## src/rtl/core/floor_ceiling_texel_caster_assert.svh

```systemverilog
// Assertion macros for the floor/ceiling texel caster.
// Each macro expects signals clk and rst_n in the scope where it is used.
`ifndef FLOOR_CEILING_TEXEL_CASTER_ASSERT_SVH
`define FLOOR_CEILING_TEXEL_CASTER_ASSERT_SVH

// Consequence must hold in the same cycle as the condition
`define FCC_ASSERT_SAME(label, cond, cons) \
  label: assert property (@(posedge clk) disable iff (!rst_n) (cond) |-> (cons)) \
    else $error("fcc assertion failed");

// Consequence must hold in the cycle after the condition
`define FCC_ASSERT_NEXT(label, cond, cons) \
  label: assert property (@(posedge clk) disable iff (!rst_n) (cond) |=> (cons)) \
    else $error("fcc assertion failed");

`endif

```

## src/rtl/core/fcc_pkg.sv

```systemverilog
// Shared types, constants and helpers for the floor/ceiling texel caster.
// Used by the divider cell, the axis unit and the top level.
package fcc_pkg;

  localparam int DIV_BITS     = 24;
  localparam int MAX_ROWS     = 1024;
  localparam int MAX_TEXTURE  = 1024;

  localparam logic [23:0] DIST_MAX = 24'hFFFFFF;

  // Tile fraction bits: tile log2 plus 8 fraction bits
  localparam logic [4:0] FBITS_MIN  = 5'd15;
  localparam logic [4:0] FBITS_MAX  = 5'd16;
  localparam logic [4:0] FBITS_CEIL = 5'd17;

  // Register indexes
  localparam logic [2:0] REG_CENTER_ROW  = 3'd0;
  localparam logic [2:0] REG_SCREEN_H    = 3'd1;
  localparam logic [2:0] REG_DEST_WIDTH  = 3'd2;
  localparam logic [2:0] REG_EYE_HEIGHT  = 3'd3;
  localparam logic [2:0] REG_PROJ_DIST   = 3'd4;
  localparam logic [2:0] REG_TEX_WIDTH   = 3'd5;
  localparam logic [2:0] REG_TEX_HEIGHT  = 3'd6;
  localparam logic [2:0] REG_TILE_LOG2   = 3'd7;

  // Divider state handed from cell to cell
  typedef struct packed {
    logic        sat;
    logic [24:0] rem;
    logic [24:0] den;
    logic [23:0] num_lo;
    logic [23:0] quo;
  } div_t;

  // Per-pixel data riding alongside the divider
  typedef struct packed {
    logic               region;
    logic [4:0]         fbits;
    logic [23:0]        px;
    logic [23:0]        py;
    logic signed [15:0] ca;
    logic signed [15:0] sa;
    logic [20:0]        dest;
  } side_t;

  // Zero acts as one, oversize acts as the largest texture
  function automatic logic [10:0] clamp_tex(input logic [10:0] v);
    logic [10:0] r;
    r = v;
    if (v == 11'd0) r = 11'd1;
    else if (v > 11'(MAX_TEXTURE)) r = 11'(MAX_TEXTURE);
    return r;
  endfunction

endpackage

```

## src/rtl/core/fcc_axis.sv

```systemverilog
// Texel coordinate along one axis: offset, tile fraction, scale and clamp.
// Four register stages; depends on fcc_pkg for constants.
module fcc_axis (
  input  logic               clk,
  input  logic [3:0]         en,
  input  logic [23:0]        span,
  input  logic [23:0]        pos,
  input  logic signed [15:0] trig,
  input  logic [4:0]         fbits,
  input  logic [10:0]        tex,
  output logic [9:0]         texel
);

  logic signed [40:0] prod_r;
  logic [16:0]        pos_r;
  logic [4:0]         fb1_r, fb2_r, fb3_r;
  logic [16:0]        frac_r;
  logic [27:0]        scl_r;
  logic [9:0]         texel_r;
  logic [16:0]        world;
  logic [16:0]        mask;
  logic [27:0]        shifted;
  logic [9:0]         texel_nxt;

  // Stage 1: distance times direction
  always_ff @(posedge clk) begin
    if (en[0]) begin
      prod_r <= $signed({1'b0, span}) * trig;
      pos_r  <= pos[16:0];
      fb1_r  <= fbits;
    end
  end

  // Floor shift of the offset, add position, keep the tile fraction
  always_comb begin
    world = pos_r + 17'(prod_r >>> 14);
    case (fb1_r)
      fcc_pkg::FBITS_MIN: mask = 17'h07FFF;
      fcc_pkg::FBITS_MAX: mask = 17'h0FFFF;
      default:            mask = 17'h1FFFF;
    endcase
  end

  // Stage 2: tile fraction
  always_ff @(posedge clk) begin
    if (en[1]) begin
      frac_r <= world & mask;
      fb2_r  <= fb1_r;
    end
  end

  // Stage 3: scale to texture size
  always_ff @(posedge clk) begin
    if (en[2]) begin
      scl_r <= {11'd0, frac_r} * {17'd0, tex};
      fb3_r <= fb2_r;
    end
  end

  // Drop the fraction bits and clamp into the texture
  always_comb begin
    case (fb3_r)
      fcc_pkg::FBITS_MIN: shifted = scl_r >> 15;
      fcc_pkg::FBITS_MAX: shifted = scl_r >> 16;
      default:            shifted = scl_r >> 17;
    endcase
    if (shifted > {17'd0, tex - 11'd1}) texel_nxt = 10'(tex - 11'd1);
    else texel_nxt = shifted[9:0];
  end

  // Stage 4: texel
  always_ff @(posedge clk) begin
    if (en[3]) begin
      texel_r <= texel_nxt;
    end
  end

  assign texel = texel_r;

endmodule

```

## config.mk

```make
export PLATFORM = sky130hd
export DESIGN_NAME = fcc_axis
export DESIGN_NICKNAME = d
export VERILOG_FILES = /design/src/rtl/core/floor_ceiling_texel_caster_assert.svh /design/src/rtl/core/fcc_pkg.sv /design/src/rtl/core/fcc_axis.sv
export SDC_FILE = /design/constraint.sdc
export NUM_CORES = 1
export LEC_CHECK = 0
export ABC_CLOCK_PERIOD_IN_PS = 7100
export BUFFER_PORTS_ARGS = -buffer_cell sky130_fd_sc_hd__buf_4
export CELL_PAD_IN_SITES_DETAIL_PLACEMENT = 0
export CELL_PAD_IN_SITES_GLOBAL_PLACEMENT = 1
export CORE_ASPECT_RATIO = 1.75
export CORE_MARGIN = 2
export CORE_UTILIZATION = 35
export DETAILED_ROUTE_END_ITERATION = 16
export PLACE_DENSITY = 0.62
export SKIP_LAST_GASP = 1
export SYNTH_ARGS = -nofsm -noshare
export SYNTH_HDL_FRONTEND = slang
export SYNTH_SLANG_ARGS = --single-unit
```

## constraint.sdc

```tcl
create_clock -name clk -period 7.1 [get_ports clk]
set_input_delay 0.71 -clock clk [delete_from_list [all_inputs] [get_ports clk]]
set_output_delay 0.71 -clock clk [all_outputs]
set_load 0.02 [all_outputs]
```

**Word-level counts from Yosys, hierarchy flattened**

Cells that the tools add are included.

- Input bits: 85
- Output and inout bits: 10
- Bits in registers: 118
- Logic and storage cells: 21

- Equal/unequal tests: 4
- Mux-type cells: 3
- $add $sub $neg: 2
- Multiply operators: 2
- Bitwise logic cells: 1
- $lt $le $gt $ge: 1

Operators with widths:

| cell | count |
|---|---|
| 17-bit one-hot mux with 2 select lines | 1 |
| 25-bit by 16-bit multiplier with 31-bit output | 1 |
| 28-bit by 11-bit greater-than comparator with 1-bit output | 1 |
| 17-bit by 11-bit multiplier with 28-bit output | 1 |
| 13-bit one-hot mux with 2 select lines | 1 |
| 17-bit adder | 1 |
| 17-bit bitwise AND | 1 |
| 11-bit by 1-bit subtractor with 11-bit output, second input constant | 1 |
| 5-bit by 4-bit == test with 1-bit output, second input constant | 2 |
| 5-bit == test, second input constant | 2 |
| 10-bit 2-to-1 mux | 1 |

**Depth between registers and ports, before layout**

- Depth after elaboration: 4
- Gate-level depth with buffers: 24
- Mapped depth without buffers: 24

**Least setup slack after synthesis**

OpenSTA, ideal clock, no wires.

- Path type: input -> register
- Start: input port trig[11]
- End: register prod_r[30], data pin
- Slack: 0.755 ns
- Path buffers: 2
- Stages on the path: 19
- Data required time: 6.840 ns
- Arrival time: 6.085 ns
- Cells stage by stage: clkbuf_1 -> clkbuf_1 -> nand2_1 -> fa_1 -> inv_1 -> fa_1 -> fa_1 -> fa_1 -> fa_1 -> fa_1 -> ha_1 -> a211o_1 -> o21ai_0 -> o211ai_2 -> a31oi_2 -> and4b_1 -> o31a_1 -> nor2_1 -> xnor2_1

- Word-level cells in the longest chain between the ends: 1

RTL lines:

| what | RTL line | text |
|---|---|---|
| start, declared | fcc_axis.sv:8 | `input logic signed [15:0] trig,` |
| 25-bit by 16-bit multiplier with 31-bit output | fcc_axis.sv:28 | `prod_r <= $signed({1'b0, span}) * trig;` |
| end signal, assigned | fcc_axis.sv:28 |  |
| end, declared | fcc_axis.sv:14 | `logic signed [40:0] prod_r;` |

Every way passes these cells.
A chain may end at the register's enable or synchronous reset.

**Final worst setup path**

- Start: input port trig[4]
- End: register prod_r[30], data pin

Same word-level chain as after synthesis.

==> summary.txt <==
STA
  – Fmax: 0.1544 GHz
  – Max-slew violation count: 0
  – Setup TNS: 0 ns
  – Tmin final: 6.478 ns
  – Fin. Hold Viols: 0
  – Worst-Margin Slew: 0.7677 ns
  – Final WS setup: 0.6224 ns
  – Final critical-path share of the clock period: 91.23%
  – Final setup fails: 0
  – RSZ-0062 raised after global routing: false
  – Clk_skew: 0.007020 ns
  – Slew Limit Headroom: 48.42%

Clock tree
  – Root buf cell: clkbuf_16
  – CTS Hold Bufs: 0
  – Num CTS Buffers: 9
  – Register clock-pin slew on the reported worst setup and hold paths: 0.07 ns
  – H-Tree Depth: 3
  – Max clock buf depth: 2
  – Sink Count: 89
  – Resized cells post-CTS: 0
  – CTS tree: done
  – Post-CTS setup buffer count: 0
  – Skew-Pair Late Insertion Delay: 0.36 ns

Layout
  – Synth-to-layout area growth: 8.751%
  – Diodes inserted: 0
  – Share of layout cells above drive strength 1: 6.981%
  – Cell area after layout: 0.02183 mm2
  – Final net count: 2,830
  – Most frequent cells in the layout: inv_1 (508), fa_1 (406), nand2_1 (318)
  – Fillers: 5,861
  – Final Util: 38.37%
  – Most common cell after layout, fill and taps aside: inv_1

Die
  – Die ar.: 0.05936 mm2
  – DIE HEIGHT: 320.8 um
  – Core area: 0.05689 mm2
  – Die Wd: 185.0 um
  – Initial Utilization: 35.28%
  – Io pins: 95
  – FP Rows: 116

Synthesis
  – Syn. warnings: 0
  – Syn_nets: 2,799
  – Largest area contributor in the netlist: fa_1
  – Avg Inst Size Synth: 9.438 um2
  – Number of synthesized flops with an enable pin: 89
  – Fraction of the yosys area taken by sequential cells: 13.31%
  – Area contributors post-synth: fa_1 (40%), edfxtp_1 (13%), ha_1 (11%), inv_1 (9.5%), and2_1 (6.8%)
  – Synthesized flop and latch total: 89
  – Top FF cell, synth: edfxtp_1
  – Ys async rst share: 0%
  – Area share of the largest cell type after synthesis: 40.49%
  – Gate Count Post-Synth: 2,127
  – Yosys cell types: 63
  – Area of the mapped netlist: 0.02007 mm2

Setup path
  – Worst-path cell chain: buf_4, buf_4, and2_1, fa_1, inv_1, fa_1, fa_1, inv_1, fa_1, fa_1, fa_1, ha_1, a211o_1, o21ai_0, o211ai_2, a31oi_2, and4b_1, o31a_1, nor2_1, xnor2_1
  – WS Path Type: input port to flop
  – Crit path capture type: flop
  – CP dominant cell by count: fa_1
  – Worst EP required: 7.20 ns
  – Startpoint Class: input port
  – Crit path max fanout: 15
  – Critical path data arrival time: 6.58 ns
  – Slowest CP cell: fa_1
  – Worst path max stage delay: 0.55 ns

Drt
  – Vias per cell: 4.732
  – Antenna-violating nets left: 0
  – WL/cell: 17.55 um
  – TritonRoute pass-1 iters: 7
  – Final WL: 51.43 mm
  – Detailed Route Iter0 Violations: 483
  – Residual DRC: 0
  – Vias: 13,866

Global routing
  – Grt ovf: 0
  – First-pass GRT wire length: 83.00 mm
  – Global-route usage over all layers: 18.34%
  – Vias in the first global route: 16,030
  – Initial antenna violation count: 0
  – Largest net degree at the start of global routing: 40

Run
  – Max_cap viols: 0

Status
  – Outcome: completed

Place
  – Placed inst area: 0.02154 mm2
  – Routability Congestion: 0.8192
  – Port Buffers: 87
  – Pre-CTS setup slack: 0.1896 ns
  – Hpwl dp: 42.88 mm

Hold path
  – Hold Crit Class: flop to flop
Yosys cell counts (2+ instances only):
cell      instances
a211o_1           3
a211oi_1          2
a21o_1           13
a21oi_1          31
a221oi_1          7
a22o_1            2
a22oi_1           2
a31oi_1           3
and2_1          219
and2_2            7
and3_1            5
and4b_1           2
buf_1             3
buf_2             2
clkbuf_1         87
edfxtp_1         89
fa_1            406
ha_1            181
inv_1           508
mux2i_1           9
nand2_1         318
nand2b_1          8
nand3_1          11
nand3b_1          2
nand4_1           6
nor2_1           43
nor2b_1           6
nor3_1           15
nor4_1            5
o211ai_1          3
o211ai_2          2
o21a_1           11
o21ai_0          10
o21bai_1          3
o31a_1            2
o31ai_1           2
or3_1             6
xnor2_1          56
xor2_1           13
cell families after synthesis:
| family | after synthesis | share of synthesized area, % |
|---|---|---|
| adder cells (fa/ha/maj) | 587 | 51.77 |
| XOR/XNOR | 69 | 3.010 |
| multiplexers | 10 | 0.5049 |
| buffers and inverters | 603 | 11.34 |
| AO/OA/AOI/OAI | 111 | 4.076 |
| flip-flops | 89 | 13.31 |
| AND/OR/NAND/NOR | 658 | 15.98 |
cell type report:
class                           count  area (um2)  area share (%)
Multi-Input combinational cell   1435       15120           69.28
Clock buffer                        9       225.2           1.032
Tap cell                          767       959.7           4.396
Timing Repair Buffer              114       868.3           3.978
Clock inverter                      7       70.07          0.3210
Inverter                          509        1911           8.752
Sequential cell                    89        2673           12.24
sequential cells by signal (all words and copies together) (netlist names):
| register | flops |
|---|---|
| texel | 10 |
| scl_r | 13 |
| pos_r | 17 |
| fb3_r | 5 |
| prod_r | 17 |
| fb1_r | 5 |
| fb2_r | 5 |
| frac_r | 17 |
worst max-delay path: cells and delay by family:
family                   cells  cell delay [ns]
AO/OA/AOI/OAI                5             1.43
XOR/XNOR                     1             0.08
AND/OR/NAND/NOR              3             0.57
buffers and inverters        4             0.48
adder cells (fa/ha/maj)      7             3.29
metrics by stage:
stage	hold slack [ns]	instances
floorplan	0.4003	2127
global placement	0.4032	2914
detailed placement	0.4066	2914
CTS	0.4224	2930
global route	0.4301	2930
finish	0.4199	2930
final timing paths:
kind / cells past startpoint / end / startpoint / slack [ns]
worst max register to register: 20 / scl_r[27]$_DFFE_PP_ / frac_r[7]$_DFFE_PP_ / 1.08
worst max-delay path: 20 / prod_r[30]$_DFFE_PP_ / trig[4] / 0.62
worst min-delay path: 0 / fb3_r[3]$_DFFE_PP_ / fb2_r[3]$_DFFE_PP_ / 0.42
worst min register to register: 0 / fb3_r[3]$_DFFE_PP_ / fb2_r[3]$_DFFE_PP_ / 0.42
per-layer routing:
layer	vias to the layer above	GRT usage [%]	wire, um
li1	6384	-	-
met1	7175	18.90	18620
met2	237	37.78	30100
met3	70	1.155	1028
met4	0	6.367	1688
met5	-	0	0
Power is not shown: default switching activity piles up to over one toggle a cycle in this logic, so the estimate is an artifact.
