`src/rtl/core/floor_ceiling_texel_caster_assert.svh`:
```
// Assertion macros for the floor/ceiling texel caster.
// Each macro expects signals clk and rst_n in the scope where it is used.
`ifndef FLOOR_CEILING_TEXEL_CASTER_ASSERT_SVH
`define FLOOR_CEILING_TEXEL_CASTER_ASSERT_SVH

// Consequence must hold in the same cycle as the condition
`define FCC_ASSERT_SAME(label, cond, cons) \
  label: assert property (@(posedge clk) disable iff (!rst_n) (cond) |-> (cons)) \
    else $error("fcc assertion failed");

// Consequence must hold in the cycle after the condition
`define FCC_ASSERT_NEXT(label, cond, cons) \
  label: assert property (@(posedge clk) disable iff (!rst_n) (cond) |=> (cons)) \
    else $error("fcc assertion failed");

`endif

```
`src/rtl/core/fcc_pkg.sv`:
```
// Shared types, constants and helpers for the floor/ceiling texel caster.
// Used by the divider cell, the axis unit and the top level.
package fcc_pkg;

  localparam int DIV_BITS     = 24;
  localparam int MAX_ROWS     = 1024;
  localparam int MAX_TEXTURE  = 1024;

  localparam logic [23:0] DIST_MAX = 24'hFFFFFF;

  // Tile fraction bits: tile log2 plus 8 fraction bits
  localparam logic [4:0] FBITS_MIN  = 5'd15;
  localparam logic [4:0] FBITS_MAX  = 5'd16;
  localparam logic [4:0] FBITS_CEIL = 5'd17;

  // Register indexes
  localparam logic [2:0] REG_CENTER_ROW  = 3'd0;
  localparam logic [2:0] REG_SCREEN_H    = 3'd1;
  localparam logic [2:0] REG_DEST_WIDTH  = 3'd2;
  localparam logic [2:0] REG_EYE_HEIGHT  = 3'd3;
  localparam logic [2:0] REG_PROJ_DIST   = 3'd4;
  localparam logic [2:0] REG_TEX_WIDTH   = 3'd5;
  localparam logic [2:0] REG_TEX_HEIGHT  = 3'd6;
  localparam logic [2:0] REG_TILE_LOG2   = 3'd7;

  // Divider state handed from cell to cell
  typedef struct packed {
    logic        sat;
    logic [24:0] rem;
    logic [24:0] den;
    logic [23:0] num_lo;
    logic [23:0] quo;
  } div_t;

  // Per-pixel data riding alongside the divider
  typedef struct packed {
    logic               region;
    logic [4:0]         fbits;
    logic [23:0]        px;
    logic [23:0]        py;
    logic signed [15:0] ca;
    logic signed [15:0] sa;
    logic [20:0]        dest;
  } side_t;

  // Zero acts as one, oversize acts as the largest texture
  function automatic logic [10:0] clamp_tex(input logic [10:0] v);
    logic [10:0] r;
    r = v;
    if (v == 11'd0) r = 11'd1;
    else if (v > 11'(MAX_TEXTURE)) r = 11'(MAX_TEXTURE);
    return r;
  endfunction

endpackage

```
`src/rtl/core/fcc_div_cell.sv`:
```
// One restoring division step: one quotient bit per cell, registered.
// Depends on fcc_pkg for the divider and sideband types.
module fcc_div_cell (
  input  logic          clk,
  input  logic          en,
  input  fcc_pkg::div_t  div_i,
  input  fcc_pkg::side_t side_i,
  output fcc_pkg::div_t  div_o,
  output fcc_pkg::side_t side_o
);

  fcc_pkg::div_t  div_r, div_nxt;
  fcc_pkg::side_t side_r;
  logic [25:0]    trial;
  logic           ge;

  // Shift in the next numerator bit and try the subtract
  always_comb begin
    trial   = {div_i.rem, div_i.num_lo[23]};
    ge      = trial >= {1'b0, div_i.den};
    div_nxt = div_i;
    div_nxt.rem    = ge ? 25'(trial - {1'b0, div_i.den}) : trial[24:0];
    div_nxt.num_lo = {div_i.num_lo[22:0], 1'b0};
    div_nxt.quo    = {div_i.quo[22:0], ge};
  end

  // Hand the step to the next cell
  always_ff @(posedge clk) begin
    if (en) begin
      div_r  <= div_nxt;
      side_r <= side_i;
    end
  end

  assign div_o  = div_r;
  assign side_o = side_r;

endmodule

```
`config.mk`:
```
export PLATFORM = sky130hd
export DESIGN_NAME = fcc_div_cell
export DESIGN_NICKNAME = d
export VERILOG_FILES = /design/src/rtl/core/floor_ceiling_texel_caster_assert.svh /design/src/rtl/core/fcc_pkg.sv /design/src/rtl/core/fcc_div_cell.sv
export SDC_FILE = /design/constraint.sdc
export NUM_CORES = 1
export LEC_CHECK = 0
export ABC_AREA = 1
export ABC_CLOCK_PERIOD_IN_PS = 2900
export BUFFER_PORTS_ARGS = -buffer_cell sky130_fd_sc_hd__buf_2
export CAP_MARGIN = 30
export CORE_AREA = 2 2 159 161
export DETAILED_ROUTE_END_ITERATION = 6
export DIE_AREA = 0 0 161 163
export HOLD_SLACK_MARGIN = 0.1
export SYNTH_ARGS = -nofsm -noshare
export SYNTH_HDL_FRONTEND = slang
export SYNTH_SLANG_ARGS = --single-unit
```
`constraint.sdc`:
```
create_clock -name clk -period 2.9 [get_ports clk]
set_input_delay 0.435 -clock clk [delete_from_list [all_inputs] [get_ports clk]]
set_output_delay 0.435 -clock clk [all_outputs]
set_load 0.01 [all_outputs]
```
; Word-level counts from Yosys, hierarchy flattened
; Index checks and enable logic that the tools add are counted.
; W data, S select, Z words.
[word_totals]
word_cells = 15
regBits = 205
output_inout_bits = 206
[classes]
muxes = 1
n_lt_le_gt_ge = 1
addsub = 1
[ops]
columns = op, count
row1 = $ge A26 B25 Y1, 1
row2 = $mux W25, 1
row3 = $sub A25 B25 Y25, 1

; Longest topological paths before layout
; Gate-level depths: netlist of the first run.
[logic_depth]
ltp_word = 2
mapped_depth = 14

; Worst setup path before layout of the first run
; OpenSTA, ideal clock, no wires.
[synth_timing]
path_type = input -> register
startpoint = in div_i[47] (netlist bit)
endpoint = reg div_r, in the netlist div_o[93] (data pin)
setup_slack_ns = 0.808
path_stages = 11
arrival_ns = 1.839
setup_ns = 0.253
required_time_ns = 2.647
cell_sequence = inv_1 ha_1 inv_1 fa_1 nand3_1 nand3_1 nand3_4 nand3_4 buf_6 nand2_1 nand2_1
[synth_rtl]
columns = item, line
row1 = from (decl), fcc_div_cell.sv:6  ; input fcc_pkg::div_t div_i,
row2 = to (signal assigned), fcc_div_cell.sv:30  ; div_r <= div_nxt;
row3 = to (decl), fcc_div_cell.sv:12  ; fcc_pkg::div_t div_r, div_nxt;

==> impl_metrics.env, run 1 <==
export IMPL_ys_flop_type="edfxtp_1"
export IMPL_setup_tns_final_ns=0
export IMPL_wl_mm=28.1
export IMPL_worst_endpoint_arrival_ns=2.70
export IMPL_grt_pass1_wl_mm=40.7
export IMPL_min_delay_start="div_i[36]"
export IMPL_fin_nets=1526
export IMPL_final_period_utilization=0.847
export IMPL_timing_critical_path_to_type="register"
export IMPL_max_cap_violations=0
export IMPL_avg_cell_area_syn_um2=11.9
export IMPL_worstMarginPinSlew_ns=0.554
export IMPL_final_hpwl_from_detailed_placement_mm=20.3
export IMPL_ys_ff_latch=205
export IMPL_unrepaired_setup_endpoints_after_global_routing="false"
export IMPL_antenna_violating_nets_post_route=0
export IMPL_die_h_um=163
export IMPL_timing_setup_critical_path_class="input pin to register"
export IMPL_die_w_um=161
export IMPL_place_detailed_instances=1463
export IMPL_timing_fmax_mhz=407
export IMPL_synth_compound_gate_area_share=0.00856
export IMPL_synth_top_cells_by_count="nand2_1, edfxtp_1, inv_1, nand4_1, nor2_1"
export IMPL_num_rows=58
export IMPL_drt_drc_violations_left=0
export IMPL_most_frequent_cell_after_synthesis="nand2_1"
export IMPL_synth_top_area_frac=0.714
export IMPL_hold_viol_final=0
export IMPL_numPortBuffers=411
export IMPL_synth_edff_count=205
export IMPL_cts_htree_levels=1
export IMPL_place_area_mm2=0.0111
export IMPL_slew_headroom=0.630
export IMPL_holdPathStages=1
export IMPL_vias=7277
export IMPL_timing_hold_worst_class="input pin to register"
export IMPL_initial_core_util=0.350
export IMPL_synthDominantAreaCellType="edfxtp_1"
export IMPL_filler_cell_count=2180
export IMPL_numCtsBuffers=23
export IMPL_pin_count=414
export IMPL_clock_buffer_depth=3
export IMPL_number_of_drc_markers_in_iteration_0=507
export IMPL_die_area_mm2=0.0262
export IMPL_synth_simple_gate_area_share=0.167
export IMPL_layout_drive_gt1_share=0.354
export IMPL_adder_and_majority_gate_portion_of_the_synthesized_area=0.0386
export IMPL_grt_max_degree=60
export IMPL_end_of_the_worst_hold_path="div_o[37]"
export IMPL_static_leakage_nw=6.31
export IMPL_tritoncts="yes"
export IMPL_overflow=0
export IMPL_drt_pass1_iter_count=5
export IMPL_post_synthesis_share_of_cell_area_spent_on_xor_and_xnor_gates=0.0122
export IMPL_tritoncts_num_sinks=205
export IMPL_synthesis_nets=957
export IMPL_clk_pin_slew_worst_paths_ns=0.06
export IMPL_core_mm2=0.0247
export IMPL_synth_lib_cells_used_distinct=28
export IMPL_vias_per_cell=4.44
export IMPL_syn_cell_area_mm2=0.00863
export IMPL_worst_case_vdd_ir_drop_mv=0.386
export IMPL_synth_top_family_by_area="simple AND/OR/NAND/NOR gates"
export IMPL_area_growth_pct=52.8
export IMPL_setup_violations_final=0
export IMPL_netlist_top_cells_area="edfxtp_1, nand2_1, inv_1"
export IMPL_root_buffer="clkbuf_16"
export IMPL_gp_routability_congestion=0.944
export IMPL_globalRouteTotalUtil=0.204
export IMPL_grt_antenna_before_repair=1
export IMPL_power_density_mw_per_mm2=577
export IMPL_slew_viol_final=0
export IMPL_share_of_flip_flops_with_an_asynchronous_set_or_reset_after_synthesis=0
export IMPL_synth_yosys_seq_area_share=0.714
export IMPL_finalInstanceArea_mm2=0.0132
export IMPL_status="finished, final reports clean"
export IMPL_synthesis_yosys_warnings=0
export IMPL_avgRoutedWirePerCell_um=17.1
export IMPL_element_type_at_the_critical_path_start="input pin"
export IMPL_syn_instance_count=723
export IMPL_cts_repair_timing_setup_buffer_count=0
export IMPL_worst_endpoint_required_ns=3.14
export IMPL_worst_path_max_fanout=25
export IMPL_period_minus_slack_ns=2.46
export IMPL_yosys_mux_area_fraction=0
export IMPL_final_cells=1640
export IMPL_grt_pass1_vias=7121
## cell usage in the layout, fill, tap and decap left out, types with 2 or more instances in the layout
master and instances:
dlygate4sd3_1 134, buf_4 5, a21oi_1 10, clkinv_2 7, diode_2 3, edfxtp_1 205, xor2_1 12, clkbuf_1 3
clkbuf_16 23, inv_6 2, ha_1 25, nand2_1 240, buf_12 3, inv_1 119, inv_2 2, nand3_4 2
nand3b_1 2, and2_1 2, clkinv_1 3, nand4_1 33, nor2_1 31, nand3_1 20, buf_2 410
## repair_timing
action / in CTS / in global routing
hold buffers: 133 / 1
gates resized for setup: 0 / 0
endpoints found under the hold margin: 133 / 1
## layer usage
| layer | routed length [um] | vias to the layer above | track usage | share of wire |
|---|---|---|---|---|
| met3 | 2240 | 66 | 0.0489 | 0.080 |
| met2 | 14300 | 306 | 0.366 | 0.51 |
| met1 | 10600 | 3356 | 0.238 | 0.38 |
| met5 | 0 | - | 0 | 0 |
| li1 | - | 3549 | - | - |
| met4 | 971 | 0 | 0.0743 | 0.035 |
## critical path, stage by stage
cell and delay [ns]:
dlygate4sd3_1 0.54, buf_2 0.11, inv_1 0.04, ha_1 0.40, nand2_1 0.13, nor2_1 0.20, inv_1 0.06, nor2_1 0.20
nand3_4 0.11, buf_4 0.26, nand4_1 0.13, nand2_1 0.07
## stage by stage
stage          utilization  setup slack (ns)  power (mW)  hold slack, ns
3_3_place_gp         0.452             0.436        4.81           0.612
4_1_cts              0.534             0.481        7.69           0.100
5_1_grt              0.534             0.285        7.95           0.104
2_1_floorplan            -             0.808        4.22           0.534
3_5_place_dp         0.452             0.391        4.83           0.613
6_report             0.534             0.445        7.61           0.122
## worst max path at each step
stage	from	end	cells past startpoint
after detailed placement	div_i[47]	div_o[93]	11
after CTS	div_i[64]	div_o[93]	14
after floorplan	div_i[47]	div_o[93]	11
after global routing	div_i[68]	div_o[94]	14
after global placement	div_i[47]	div_o[92]	11
final	div_i[64]	div_o[86]	12
## final cells by class
cell class              instances  area, um2  share of cell area
multi-input cells             388       1960               0.149
well taps                     330        413              0.0313
repair buffers                553       3500               0.266
clock buffers                  26        587              0.0445
flip-flops and latches        205       6160               0.467
inverters                     121        454              0.0345
clock inverters                14        103             0.00778
diodes                          3       7.51            0.000569
## cell families after synthesis
family / Yosys count
simple gates: 337
flops: 205
buf+inv: 130
fa+ha+maj: 26
compound gates: 12
xor+xnor: 12
other cells: 1
## power breakdown
group | internal, mW | switching [mW] | leakage [nW]
logic | 0.554 | 0.743 | 3.96
clock network | 1.55 | 1.15 | 0.346
registers | 3.56 | 0.0600 | 2.01
## state kept, by name, indices dropped and copies added, names as in the netlist
register,cells
div_o,98
side_o,107
Note: power is estimated with default switching activity, not from simulation.
==> run 2, diff against run 1 <==
Settings changed: ABC_AREA 1 to 0, ABC_CLOCK_PERIOD_IN_PS 2900 to 2300, CORE_AREA 2 2 159 161 to 2 2 162 164, DIE_AREA 0 0 161 163 to 0 0 164 166.
Clock period 2.9 ns to 2.3 ns, I/O delays scaled along.
==> run 2 against run 1 <==
Effect of this change:
- the flow now finishes with violations (setup timing)
- area after synthesis shrank 7.5%
- combinational power increased by 49%
- design area rose by 5.4%
- clock power is 31% higher
- final cell count is 7.0% lower
- sequential power is 27% higher
- utilization is 0.80 points higher
- global-route usage decreased by 0.80 points
- setup slack got worse by 0.64 ns
==> impl_metrics.env, run 2 <==
export IMPL_numCtsBuffers=23
export IMPL_worst_endpoint_arrival_ns=2.75
export IMPL_synthDominantAreaCellType="edfxtp_1"
export IMPL_timing_setup_critical_path_class="input pin to register"
export IMPL_final_period_utilization=1.08
export IMPL_ys_ff_latch=205
export IMPL_layout_cells_most_common="buf_2"
export IMPL_p_sw_mw=2.47
export IMPL_power_density_mw_per_mm2=723
export IMPL_seqPwrFrac=0.457
export IMPL_drt_drc_violations_left=0
export IMPL_period_minus_slack_ns=2.49
export IMPL_status="finished with violations"
export IMPL_element_type_at_the_critical_path_start="input pin"
export IMPL_area_growth_pct=74.1
export IMPL_layout_drive_gt1_share=0.500
export IMPL_endpoint_of_the_most_critical_setup_path="div_o[85]"
export IMPL_grt_pass1_vias=6857
export IMPL_synth_lib_cells_used_distinct=54
export IMPL_grt_met3_usage=0.0539
export IMPL_overflow=0
export IMPL_clock_buffer_depth=3
export IMPL_grt_pass1_wl_mm=39.5
export IMPL_fin_nets=1405
export IMPL_num_rows=59
export IMPL_mostFrequentLayoutCells="buf_2, edfxtp_1, dlygate4sd3_1"
export IMPL_share_clk_of_total_power=0.351
export IMPL_timing_hold_worst_class="input pin to register"
export IMPL_worst_endpoint_required_ns=2.55
export IMPL_clk_pin_slew_worst_paths_ns=0.06
export IMPL_syn_cell_area_mm2=0.00798
export IMPL_die_area_mm2=0.0272
export IMPL_design_power_total_mw=10.0
export IMPL_drt_pass1_iter_count=6
export IMPL_numPortBuffers=411
export IMPL_internal_power_mw=7.58
export IMPL_post_route_util=0.542
export IMPL_netlist_top_cells_area="edfxtp_1, ha_1, mux2_4"
export IMPL_die_h_um=166
export IMPL_grt_busiest_layer="met2"
export IMPL_timing_critical_path_to_type="register"
export IMPL_worst_path_max_fanout=6
export IMPL_synth_top_cells_by_count="edfxtp_1, inv_1, a21oi_1, ha_1, xnor2_1"
export IMPL_pin_count=414
export IMPL_die_w_um=164
export IMPL_antenna_violating_nets_post_route=0
export IMPL_final_setup_worst_slack_ns=-0.193
export IMPL_ys_flop_type="edfxtp_1"
export IMPL_use_met1=0.228
export IMPL_most_frequent_cell_after_synthesis="edfxtp_1"
export IMPL_final_hpwl_from_detailed_placement_mm=20.3
export IMPL_cp_startpoint="div_i[47]"
export IMPL_power_share_combinational=0.193
export IMPL_largest_register_ffs=107
export IMPL_power_switching_share=0.246
export IMPL_grt_max_degree=61
export IMPL_grt_antenna_before_repair=6
export IMPL_globalRouteTotalUtil=0.196
export IMPL_min_delay_start="div_i[71]"
export IMPL_failing_checks="setup timing"
export IMPL_cts_htree_levels=1
export IMPL_avg_cell_area_syn_um2=17.5
export IMPL_tritoncts_num_sinks=205
export IMPL_initial_core_util=0.311
export IMPL_setup_tns_final_ns=-3.17
export IMPL_hold_viol_final=0
export IMPL_number_of_drc_markers_in_iteration_0=435
export IMPL_vias=6673
export IMPL_syn_instance_count=457
export IMPL_holdWs_ns=0.119
export IMPL_synth_yosys_seq_area_share=0.772
export IMPL_share_of_flip_flops_with_an_asynchronous_set_or_reset_after_synthesis=0
export IMPL_unrepaired_setup_endpoints_after_global_routing="true"
export IMPL_worst_case_vdd_ir_drop_mv=0.655
export IMPL_static_leakage_nw=6.15
export IMPL_core_mm2=0.0256
export IMPL_wl_mm=27.8
export IMPL_synth_edff_count=205
export IMPL_slew_headroom=0.623
export IMPL_setup_violations_final=22
export IMPL_gp_routability_congestion=0.825
export IMPL_timing_fmax_mhz=401
export IMPL_worstMarginPinSlew_ns=0.566
export IMPL_max_cap_violations=0
export IMPL_slew_viol_final=0
export IMPL_synthesis_yosys_warnings=0
export IMPL_tritoncts="yes"
export IMPL_root_buffer="clkbuf_16"
export IMPL_global_route_usage_met2=0.348
export IMPL_synth_top_area_frac=0.772
export IMPL_synthesis_nets=691
export IMPL_avgRoutedWirePerCell_um=18.2
export IMPL_vias_per_cell=4.38
run 2: cell types whose count changed in the layout (fill, tap and decap cells not counted), sizes merged, moves of 10 or more:
cell         before  now
xnor2             0   19
mux2              0   17
nor2             32   13
nand4            33    5
nand2           241   14
o21ai             0   10
buf             418  519
nor3              2   13
dlygate4sd3     134  178
a21oi            11   27
inv             123   35
nand3            23    4
run 2: worst max-delay path, cell delays in order:
cell and delay (ns):
buf_12 0.11, inv_12 0.04, ha_4 0.12, inv_2 0.04, fa_2 0.35, a21o_1 0.18
a311o_1 0.28, nor2b_4 0.14, a2111o_1 0.37, and3_4 0.18, nor2_8 0.11, buf_6 0.14
inv_12 0.04, mux2_4 0.29
run 2: power groups by stage:
stage          combinational, mW  clock (mW)  sequential [mW]
2_1_floorplan              0.493           0             4.85
3_3_place_gp                1.64           0             4.65
3_5_place_dp                1.66           0             4.65
4_1_cts                     1.94        3.61             4.58
5_1_grt                     2.08        3.77             4.62
6_report                    1.94        3.52             4.59
run 2: stage by stage:
stage	setup WS [ns]	cells	instance area, um2
floorplan	-0.765	457	8030
global placement	-0.897	1299	11300
detailed placement	-0.922	1299	11300
CTS	-0.179	1521	13900
global route	-0.250	1523	13900
finish	-0.193	1525	13900
run 2: cell families after synthesis:
group,count (synthesis),synth area share
compound gates,75,0.0612
buf+inv,42,0.0240
mux,18,0.0309
simple gates,68,0.0460
fa+ha+maj,26,0.0417
other cells,1,0.000470
flops,205,0.772
xor+xnor,22,0.0242
run 2: layer usage:
layer / up-vias / share of wire / wire length [um]
li1: 3190 / - / -
met3: 37 / 0.084 / 2330
met4: 2 / 0.023 / 629
met2: 262 / 0.51 / 14100
met1: 3182 / 0.39 / 10800
met5: - / 0.00040 / 11
run 2: layout make-up:
type	count	area, um2
timing repair inverter	2	17.5
sequential	205	6160
timing repair buffer	698	4740
multi-input combinational	210	1690
fill	2156	11700
clock buffer	27	591
clock inverter	13	123
tap	335	419
inverter	31	141
antenna	4	10.0
run 2: how the worst min path moves through the flow:
stage | end | slack (ns) | cells after the start
2_1_floorplan | div_o[10] | 0.44 | 0
3_3_place_gp | side_o[9] | 0.52 | 1
3_5_place_dp | side_o[37] | 0.52 | 1
4_1_cts | div_o[71] | 0.10 | 2
5_1_grt | div_o[71] | 0.11 | 2
6_report | div_o[71] | 0.12 | 2
run 2: timing repair:
| action | CTS | global route |
|---|---|---|
| hold buffers | 178 | 0 |
| endpoints found under the hold margin | 178 | 0 |
| setup buffers | 2 | 0 |
| gates resized for setup | 12 | 4 |
| gates cloned | 2 | 0 |
| endpoints found under the setup margin | 26 | 24 |
| pin swaps | 4 | 6 |
==> run 3, diff against run 2 <==
Settings changed: CELL_PAD_IN_SITES_DETAIL_PLACEMENT set to 2, CELL_PAD_IN_SITES_GLOBAL_PLACEMENT set to 2, CORE_AREA 2 2 162 164 to unset, CORE_MARGIN set to 2, CORE_UTILIZATION set to 29, DIE_AREA 0 0 164 166 to unset, PLACE_DENSITY_LB_ADDON set to 0.1.
==> run 3 against run 2 <==
Effect of this change:
- the flow still finishes with violations (setup timing)
- setup slack worse by 0.053 ns
- count of clock-buffer cells in the layout grew 1
- sequential power grew 0.9%
- sequential share of layout area down 1.2 points
- combinational power is 7% higher
- non-clock buffer count grew 13
- total power grew 13%
==> impl_metrics.env, run 3 (synthesized netlist as in run 2, its figures left out) <==
export IMPL_avgRoutedWirePerCell_um=24.2
export IMPL_grt_pass1_wl_mm=53.6
export IMPL_worstMarginPinSlew_ns=0.570
export IMPL_drt_drc_violations_left=0
export IMPL_status="finished with violations"
export IMPL_place_detailed_instances=1314
export IMPL_cp_cell_sequence="buf_12 -> inv_12 -> ha_4 -> inv_2 -> fa_2 -> a21o_1 -> a311o_1 -> nor2b_4 -> a2111o_1 -> and3_4 -> nor2_8 -> inv_12 -> mux2_4"
export IMPL_share_clk_of_total_power=0.408
export IMPL_vias_per_cell=4.58
export IMPL_largest_register_ffs=107
export IMPL_fin_nets=1419
export IMPL_layout_cells_most_common="buf_2"
export IMPL_final_seq_area_mm2=0.00616
export IMPL_critPathSlowestCell="a2111o_1"
export IMPL_clock_buffer_depth=3
export IMPL_filler_cell_count=2575
export IMPL_number_of_drc_markers_in_iteration_0=327
export IMPL_die_area_mm2=0.0289
export IMPL_mostFrequentLayoutCells="buf_2, edfxtp_1, dlygate4sd3_1"
export IMPL_period_minus_slack_ns=2.55
export IMPL_worst_endpoint_arrival_ns=2.83
export IMPL_die_w_um=170
export IMPL_final_setup_worst_slack_ns=-0.246
export IMPL_root_buffer="clkbuf_16"
export IMPL_layout_drive_gt1_share=0.513
export IMPL_globalRouteTotalUtil=0.252
export IMPL_slew_viol_final=0
export IMPL_vias=7103
export IMPL_slew_headroom=0.616
export IMPL_drt_pass1_iter_count=4
export IMPL_num_rows=60
export IMPL_design_power_total_mw=11.3
export IMPL_power_switching_share=0.253
export IMPL_holdWs_ns=0.132
export IMPL_area_growth_pct=78.8
export IMPL_power_density_mw_per_mm2=792
export IMPL_overflow=0
export IMPL_tritoncts="yes"
export IMPL_pin_count=414
export IMPL_die_h_um=170
export IMPL_seqPwrFrac=0.409
export IMPL_grt_pass1_vias=8158
export IMPL_worst_path_max_fanout=11
export IMPL_failing_checks="setup timing"
export IMPL_final_period_utilization=1.11
export IMPL_initial_core_util=0.296
export IMPL_post_route_util=0.529
export IMPL_tritoncts_num_sinks=205
export IMPL_core_mm2=0.0270
export IMPL_numPortBuffers=411
export IMPL_hold_viol_final=0
export IMPL_element_type_at_the_critical_path_start="input pin"
export IMPL_antenna_violating_nets_post_route=0
export IMPL_timing_fmax_mhz=393
export IMPL_clk_pin_slew_worst_paths_ns=0.06
export IMPL_p_sw_mw=2.86
export IMPL_critPathMaxStageDelay_ns=0.38
export IMPL_grt_antenna_before_repair=8
export IMPL_worst_endpoint_required_ns=2.58
export IMPL_internal_power_mw=8.45
export IMPL_final_hpwl_from_detailed_placement_mm=23.6
export IMPL_multi_input_comb_area_mm2=0.00175
export IMPL_worst_case_vdd_ir_drop_mv=0.599
export IMPL_power_share_combinational=0.183
export IMPL_timing_hold_worst_class="input pin to register"
export IMPL_unrepaired_setup_endpoints_after_global_routing="true"
export IMPL_timing_setup_critical_path_class="input pin to register"
export IMPL_setup_violations_final=24
export IMPL_path_buf_inv=4
export IMPL_max_cap_violations=0
export IMPL_static_leakage_nw=6.34
export IMPL_grt_max_degree=61
export IMPL_final_cells=1552
export IMPL_critPathMostFrequentCell="inv_12"
export IMPL_crit_cells=13
export IMPL_holdPathStages=2
export IMPL_critical_path_s_top_delay_family="compound AO/OA/AOI/OAI gates"
export IMPL_wl_mm=37.6
export IMPL_timing_critical_path_to_type="register"
export IMPL_gp_routability_congestion=0.806
export IMPL_cts_htree_levels=1
export IMPL_numCtsBuffers=25
-- run 3: final timing paths --
| kind | from | to | slack (ns) |
|---|---|---|---|
| hold / removal | div_i[82] | div_o[83] | 0.13 |
| setup / recovery | div_i[47] | div_o[91] | -0.25 |
-- run 3: final cells by class --
class | instances | area share
Tap cell | 341 | 0.0299
Timing Repair inverter | 1 | 0.000614
Sequential cell | 205 | 0.431
Timing Repair Buffer | 711 | 0.338
Multi-Input combinational cell | 210 | 0.122
Clock inverter | 18 | 0.0215
Clock buffer | 28 | 0.0446
Antenna cell | 7 | 0.00123
Inverter | 31 | 0.00991
-- run 3: per-stage QoR --
step	cell area, um2	worst slack, ns	setup TNS, ns
after floorplan	8030	-0.765	-16.09
after global placement	11400	-0.907	-21.51
after detailed placement	11400	-0.988	-23.51
after CTS	14200	-0.214	-3.78
after global routing	14300	-0.312	-6.43
final	14300	-0.246	-4.63
-- run 3: timing repair --
action                                  CTS  global route
resized for setup                        21             4
gates cloned                              0             1
endpoints found under the setup margin   26            26
setup buffers                             3             2
hold endpoints to repair                179             0
pin swaps                                 8             4
hold buffers                            179             0
-- run 3: power groups by stage --
stage,Sequential (mW),Clock [mW],Combinational (mW)
5_1_grt,4.65,4.85,2.21
6_report,4.63,4.61,2.07
2_1_floorplan,4.85,0,0.493
3_5_place_dp,4.68,0,1.71
4_1_cts,4.60,4.64,2.01
3_3_place_gp,4.65,0,1.66
-- run 3: routing by layer --
metal	up-vias	global-route usage	wire (um)	share of wire
met5	-	0	13	0.00035
met4	2	0.116	1870	0.050
met3	88	0.0628	2590	0.069
met2	281	0.474	19700	0.52
met1	3514	0.264	13400	0.36
li1	3218	-	-	-
